$ cat src/design/bfm_mod_unit.sv
// Iterative 32-bit by N-bit remainder unit, one quotient bit per cycle.
// Depends on nothing but its parameter; used by the top level.
module bfm_mod_unit #(
  parameter int MW = 17
) (
  input  logic          clk,
  input  logic          rst_n,
  input  logic          start,
  input  logic [31:0]   dividend,
  input  logic [MW-1:0] divisor,
  output logic          done,
  output logic [MW-1:0] rem
);

  logic [31:0]   dvd_r, dvd_nxt;
  logic [MW-1:0] rem_r, rem_nxt;
  logic [MW-1:0] div_r, div_nxt;
  logic [5:0]    cnt_r, cnt_nxt;
  logic          run_r, run_nxt;
  logic          done_r, done_nxt;
  logic [MW:0]   trial;

  always_comb begin
    dvd_nxt  = dvd_r;
    rem_nxt  = rem_r;
    div_nxt  = div_r;
    cnt_nxt  = cnt_r;
    run_nxt  = run_r;
    done_nxt = 1'b0;
    trial    = {rem_r, dvd_r[31]};
    if (start) begin
      dvd_nxt = dividend;
      div_nxt = divisor;
      rem_nxt = '0;
      cnt_nxt = '0;
      run_nxt = 1'b1;
    end else if (run_r) begin
      if (trial >= {1'b0, div_r}) begin
        rem_nxt = MW'(trial - {1'b0, div_r});
      end else begin
        rem_nxt = trial[MW-1:0];
      end
      dvd_nxt = {dvd_r[30:0], 1'b0};
      cnt_nxt = cnt_r + 6'd1;
      if (cnt_r == 6'd31) begin
        run_nxt  = 1'b0;
        done_nxt = 1'b1;
      end
    end
  end

  always_ff @(posedge clk) begin
    if (!rst_n) begin
      run_r  <= 1'b0;
      done_r <= 1'b0;
      cnt_r  <= '0;
    end else begin
      run_r  <= run_nxt;
      done_r <= done_nxt;
      cnt_r  <= cnt_nxt;
    end
    dvd_r <= dvd_nxt;
    rem_r <= rem_nxt;
    div_r <= div_nxt;
  end

  assign done = done_r;
  assign rem  = rem_r;

endmodule

$ cat config.mk
export PLATFORM = sky130hd
export DESIGN_NAME = bfm_mod_unit
export DESIGN_NICKNAME = d
export VERILOG_FILES = /design/src/design/bfm_mod_unit.sv
export SDC_FILE = /design/constraint.sdc
export NUM_CORES = 1
export LEC_CHECK = 0
export ABC_AREA = 1
export BUFFER_PORTS_ARGS = -buffer_cell sky130_fd_sc_hd__buf_2
export CAP_MARGIN = 20
export CORE_MARGIN = 2
export CORE_UTILIZATION = 40
export DETAILED_ROUTE_END_ITERATION = 6
export HOLD_SLACK_MARGIN = 0.15
export PLACE_DENSITY = 0.67
export SLEW_MARGIN = 20
export SYNTH_ARGS = -nofsm -noshare
export SYNTH_HDL_FRONTEND = slang
export SYNTH_SLANG_ARGS = --single-unit
$ cat constraint.sdc
create_clock -name clk -period 2.65 [get_ports clk]
set_clock_uncertainty 0.1 [all_clocks]
set_input_delay 0.53 -clock clk [delete_from_list [all_inputs] [get_ports clk]]
set_output_delay 0.53 -clock clk [all_outputs]
set_load 0.05 [all_outputs]
==> results of run 1 <==
## layout make-up
cell class | instances | share of cell area, %
sequential | 74 | 39.8
tap | 136 | 3.43
timing repair buffer | 75 | 8.12
clock buffer | 9 | 2.50
multi-input combinational | 377 | 38.5
clock inverter | 7 | 1.54
inverter | 81 | 6.13
## worst reg2reg max path, cell delays in order (launching register included)
cell and delay (ns):
edfxtp_1 0.38, inv_1 0.09, ha_1 0.15, inv_1 0.09, fa_1 0.44, nand3_1 0.15
nand3_2 0.12, nand2_4 0.23, nand2_4 0.21, nand2_1 0.12, nand3_1 0.07, o21ai_0 0.09
## report_power, final
part / total, W / switching (W) / internal [W]
combinational: 0.000305 / 0.000193 / 0.000112
sequential: 0.00134 / 0.0000252 / 0.00132
clock: 0.000901 / 0.000460 / 0.000441
total: 0.00255 / 0.000678 / 0.00187
## synthesized netlist by cell type (2+ instances only)
master    instances  area share (%)
xor2_1            3            0.62
o21ai_0           7            0.82
nand3_2          10             2.4
nand2_4           2            0.53
clkbuf_1          8            0.71
nand4_1           4            0.59
nand2_2           7             1.0
or2_2             2            0.29
xnor2_1           6             1.2
buf_2             2            0.24
a21oi_1          10             1.2
nand2_1         220              19
dfxtp_1          25              12
nor2_1           24             2.1
edfxtp_1         49              35
nand3_1          38             4.5
nand3b_1          9             1.6
inv_2             3            0.26
nor3_1            4            0.47
nor2_4            2            0.53
ha_1             18             5.3
inv_1            78             6.9
## worst paths after layout
path                                 start       end  slack, ns  cells past startpoint
worst max-delay path             dvd_r[31]    rem[2]       0.35                     11
worst max register to register   dvd_r[31]    rem[2]       0.35                     11
worst min-delay path            divisor[7]  div_r[7]       0.25                      1
worst min register to register     rem[16]   rem[16]       0.39                      2
## layer usage
metal	part of all wire [%]	global-route usage [%]	up-vias
li1	-	-	1860
met1	46	22.4	1592
met2	47	29.5	89
met3	5.3	4.32	12
met4	1.8	7.88	0
met5	0	0	-
## state kept, by name, indices dropped and copies added, names as in the netlist
name / count
cnt_r: 6
div_r: 17
done: 1
dvd_r: 32
rem: 17
run_r: 1
## layout by cell type, fill, tap and decap left out, types with 6 or more instances in the layout
| cell type | synthesis | layout |
|---|---|---|
| nand2_1 | 220 | 220 |
| inv_1 | 78 | 78 |
| buf_2 | 2 | 69 |
| edfxtp_1 | 49 | 49 |
| nand3_1 | 38 | 38 |
| dfxtp_1 | 25 | 25 |
| nor2_1 | 24 | 24 |
| ha_1 | 18 | 18 |
| a21oi_1 | 10 | 10 |
| nand3_2 | 10 | 10 |
| nand3b_1 | 9 | 9 |
| clkbuf_8 | 0 | 9 |
| nand2_2 | 7 | 7 |
| o21ai_0 | 7 | 7 |
| xnor2_1 | 6 | 6 |
## through the flow
| stage | worst slack, ns | cells | area (um2) | hold slack [ns] |
|---|---|---|---|---|
| global route | 0.169 | 759 | 4960 | 0.225 |
| global placement | 0.489 | 743 | 4760 | 0.369 |
| detailed placement | 0.372 | 743 | 4760 | 0.379 |
| floorplan | 0.447 | 544 | 4250 | 0.369 |
| CTS | 0.351 | 759 | 4960 | 0.227 |
| finish | 0.345 | 759 | 4960 | 0.248 |
## logic make-up (layout without fill, tap and decap cells)
kind of cell,count (synthesis),count (layout),share of synthesized area [%]
buf+inv,93,172,8.74
flops,74,74,46.4
compound gates,22,22,2.91
fa+ha+maj,19,19,5.76
xor+xnor,9,9,1.85
simple gates,327,327,34.4
==> flow_summary.ini, run 1 <==
[synth]
yosysWarnings = 0
synth_area_mm2 = 0.00425
synth_edf_count = 49
synth_flop_cell = edfxtp_1
synth_fp_nets = 615
ys_seq_elements = 74
ys_seq_area_share_pct = 46.4
avgSynthCellArea_um2 = 7.82
ys_async_sr_fraction_pct = 0
synth.distinct_cells = 35
synthCells = 544

[clocking]
numCtsBuffers = 9
root_buffer = clkbuf_8
cts_setup_buffers = 0
clk_pin_slew_worst_paths_ns = 0.09
clock_path_buffers = 2
ctsHoldBuffers = 0
cts.htree.levels = 3
cts_tree = built
cts_resized = 0
clock-sinks = 74
clkLatencyLatePin_ns = 0.35

[sta]
tightest_slew_ns = 0.565
post-route-period-util_pct = 87.0
slew_violations = 0
grt_setup_unrepaired = no
slew_headroom_pct = 62.3
setup_viol = 0
finalHoldViolCount = 0
fmax_ghz = 0.434
period_needed_ns = 2.30
fin_tns_setup_ns = 0

[setup_path]
slowest_stage = fa_1
cpPeakStageDelay_ns = 0.44
start_kind = register
crit_buf_inv = 2
crit_type = reg -> reg
critPathRequiredTime_ns = 2.83
worst_setup_path_end_kind = register
path_delay_family = simple AND/OR/NAND/NOR gates
crit_fanout = 19
crit_arrival_ns = 2.49
cp_cell_sequence = inv_1 > ha_1 > inv_1 > fa_1 > nand3_1 > nand3_2 > nand2_4 > nand2_4 > nand2_1 > nand3_1 > o21ai_0

[floorplanning]
core_mm2 = 0.0103
die_area_mm2 = 0.0115
ios = 70
start_util_pct = 41.2
die_y_um = 107
rows = 37
die_width_um = 107

[run]
cap_violations = 0

[power]
power_density_mw_per_mm2 = 514
p_leak_nw = 2.60
power_w = 0.00255
ir_drop_mv = 0.257

[placed_design]
io_buffers = 69
hpwl_mm = 7.14
place_congestion = 0.968

[drt]
drt_first_pass_iters = 4
vias = 3553
vias_per_cell = 4.68
drt_iter0_drc = 173
routedWlPerCell_um = 12.6
drc = 0
wl_mm = 9.55
final_antenna_net_count = 0

[cells_and_area]
num-fill-cells = 1053
regArea_mm2 = 0.00197
area_delta_synth_final_pct = 16.6
utilization_pct = 48.0
drive_gt1_share_pct = 19.3
nNetsFinal = 689
num_antenna_cells = 0
multi_input_area_mm2 = 0.00191

[grt]
antenna_found_initial = 0
grt_overflow = 0
grt_pass1_wl_mm = 16.2
grt_pass1_vias = 3537
grt_use_total_pct = 18.0
grt_max_degree = 51

[outcome]
status = finished clean

[hold_path]
min_path_type = in -> reg
(Power assumes the default switching activity.)
==> run 2, diff against run 1 <==
--- a/config.mk
+++ b/config.mk
@@ -12,7 +12,7 @@
 export CORE_UTILIZATION = 40
 export DETAILED_ROUTE_END_ITERATION = 6
 export HOLD_SLACK_MARGIN = 0.15
-export PLACE_DENSITY = 0.67
+export PLACE_DENSITY = 0.71
 export SLEW_MARGIN = 20
 export SYNTH_ARGS = -nofsm -noshare
 export SYNTH_HDL_FRONTEND = slang
==> run 2 against run 1 <==
Critical path depth did not move. Wire length fell by 1.4%. The flow now finishes with violations (design-rule violations). Clock power fell by 8.5%. Register-to-register slack improved by 0.04 ns. Worst setup slack improved by 0.043 ns. Critical endpoint is now rem[0].
==> flow_summary.ini, run 2 (synthesis results as in run 1) <==
[clocking]
root_buffer = clkbuf_8
clk_pin_slew_worst_paths_ns = 0.09
clock-sinks = 74
clkLatencyLatePin_ns = 0.35
cts_setup_buffers = 0
ctsHoldBuffers = 0
numCtsBuffers = 9
cts_tree = built
cts.htree.levels = 3
clock_path_buffers = 2
cts_resized = 0

[cells_and_area]
largest_reg_flops = 32
regMostFlops = dvd_r
regArea_mm2 = 0.00197
final_area_mm2 = 0.00493
mostFrequentLayoutCell = nand2_1
drive_gt1_share_pct = 19.1
num_antenna_cells = 0
nNetsFinal = 688
layout_common_cells = nand2_1 (220), inv_1 (78), buf_2 (69)
num-fill-cells = 1056
multi_input_area_mm2 = 0.00191
area_delta_synth_final_pct = 16.0

[placed_design]
io_buffers = 69
dpl_cell_area_mm2 = 0.00475
hpwl_mm = 6.91
place_congestion = 0.906

[setup_path]
cpPeakStageDelay_ns = 0.43
slowest_stage = fa_1
r2r-start = dvd_r[31]
crit_type = reg -> reg
path_delay_family = simple AND/OR/NAND/NOR gates
critPathRequiredTime_ns = 2.82
worst_setup_path_end_kind = register
crit_buf_inv = 2
r2r_setup_slack_ns = 0.39
start_kind = register
crit_fanout = 19
crit_arrival_ns = 2.43
r2r-end = rem[0]
cp_cell_sequence = inv_1 > ha_1 > inv_1 > fa_1 > nand3_1 > nand3_2 > nand2_4 > nand2_4 > nand2_1 > nand3_1 > o21ai_0
reg2reg_depth = 11

[hold_path]
worstHoldPathCells = 1
holdPathEnd = div_r[14]
hold_path.startpoint = divisor[14]
min_path_type = in -> reg

[floorplanning]
die_area_mm2 = 0.0115
die_y_um = 107
start_util_pct = 41.2
core_mm2 = 0.0103
ios = 70
die_width_um = 107
rows = 37

[sta]
grt_setup_unrepaired = no
period_needed_ns = 2.26
slew_headroom_pct = 44.8
post-route-period-util_pct = 85.3
tightest_slew_ns = 0.826
slew_violations = 0
fmax_ghz = 0.442
fin_tns_setup_ns = 0
setup_viol = 0
finalHoldViolCount = 0

[drt]
vias_per_cell = 4.80
drc = 8
routedWlPerCell_um = 12.4
drt_first_pass_iters = 7
final_antenna_net_count = 0
drt_iter0_drc = 213
wl_mm = 9.41
vias = 3640

[power]
power_density_mw_per_mm2 = 500
p_leak_nw = 2.59
ir_drop_mv = 0.282

[grt]
antenna_found_initial = 0
grt_use_total_pct = 17.7
grt_overflow = 0
grt_pass1_wl_mm = 16.2
grt_pass1_vias = 3551
grt_max_degree = 49

[run]
cap_violations = 0

[outcome]
status = finished, violations left
violations = design-rule violations
-- run 2: cell types whose count changed in the layout (fill, tap and decap cells not counted) --
cell	delta
clkinvlp_4	-1
bufinv_16	-1
inv_8	+1
clkinv_4	+1
buf_4	-1
-- run 2: per-stage QoR --
stage                     hold WS, ns  setup WS, ns  std cells  power [W]  util, %
after floorplan                 0.369         0.447        544    0.00156        -
after global placement          0.365         0.453        742    0.00167     46.0
after detailed placement        0.373         0.405        742    0.00167     46.0
after CTS                       0.232         0.388        758    0.00250     47.8
after global routing            0.231         0.217        758    0.00259     47.8
final                           0.249         0.389        758    0.00247     47.8
-- run 2: worst max-delay path by stage --
stage                    from        to  slack, ns  cells past startpoint
floorplan             rem[12]    rem[7]       0.45                     12
finish              dvd_r[31]    rem[0]       0.39                     11
global route        dvd_r[31]    rem[5]       0.22                     11
detailed placement      start  cnt_r[2]       0.41                      5
CTS                 dvd_r[31]    rem[0]       0.39                     11
global placement        start  cnt_r[2]       0.45                      5
-- run 2: routing by layer --
metal | routed length, um | track usage (%) | share of wire, % | up-vias
li1 | - | - | - | 1870
met1 | 4280 | 22.8 | 45 | 1640
met2 | 4460 | 29.8 | 47 | 126
met3 | 626 | 4.80 | 6.7 | 4
met4 | 46 | 3.90 | 0.49 | 0
met5 | 0 | 0 | 0 | -
-- run 2: power by group --
group          total (W)  switching, W  leakage, nW  internal (W)
logic           0.000301      0.000191         1.80      0.000111
clock network   0.000824      0.000470       0.0921      0.000354
registers        0.00134     0.0000243        0.697       0.00132
-- run 2: final cells by class --
class | count | area share, %
multi-input combinational | 377 | 38.7
timing repair buffer | 74 | 8.01
inverter | 81 | 6.16
tap | 136 | 3.45
sequential | 74 | 40.0
clock inverter | 7 | 1.19
clock buffer | 9 | 2.51
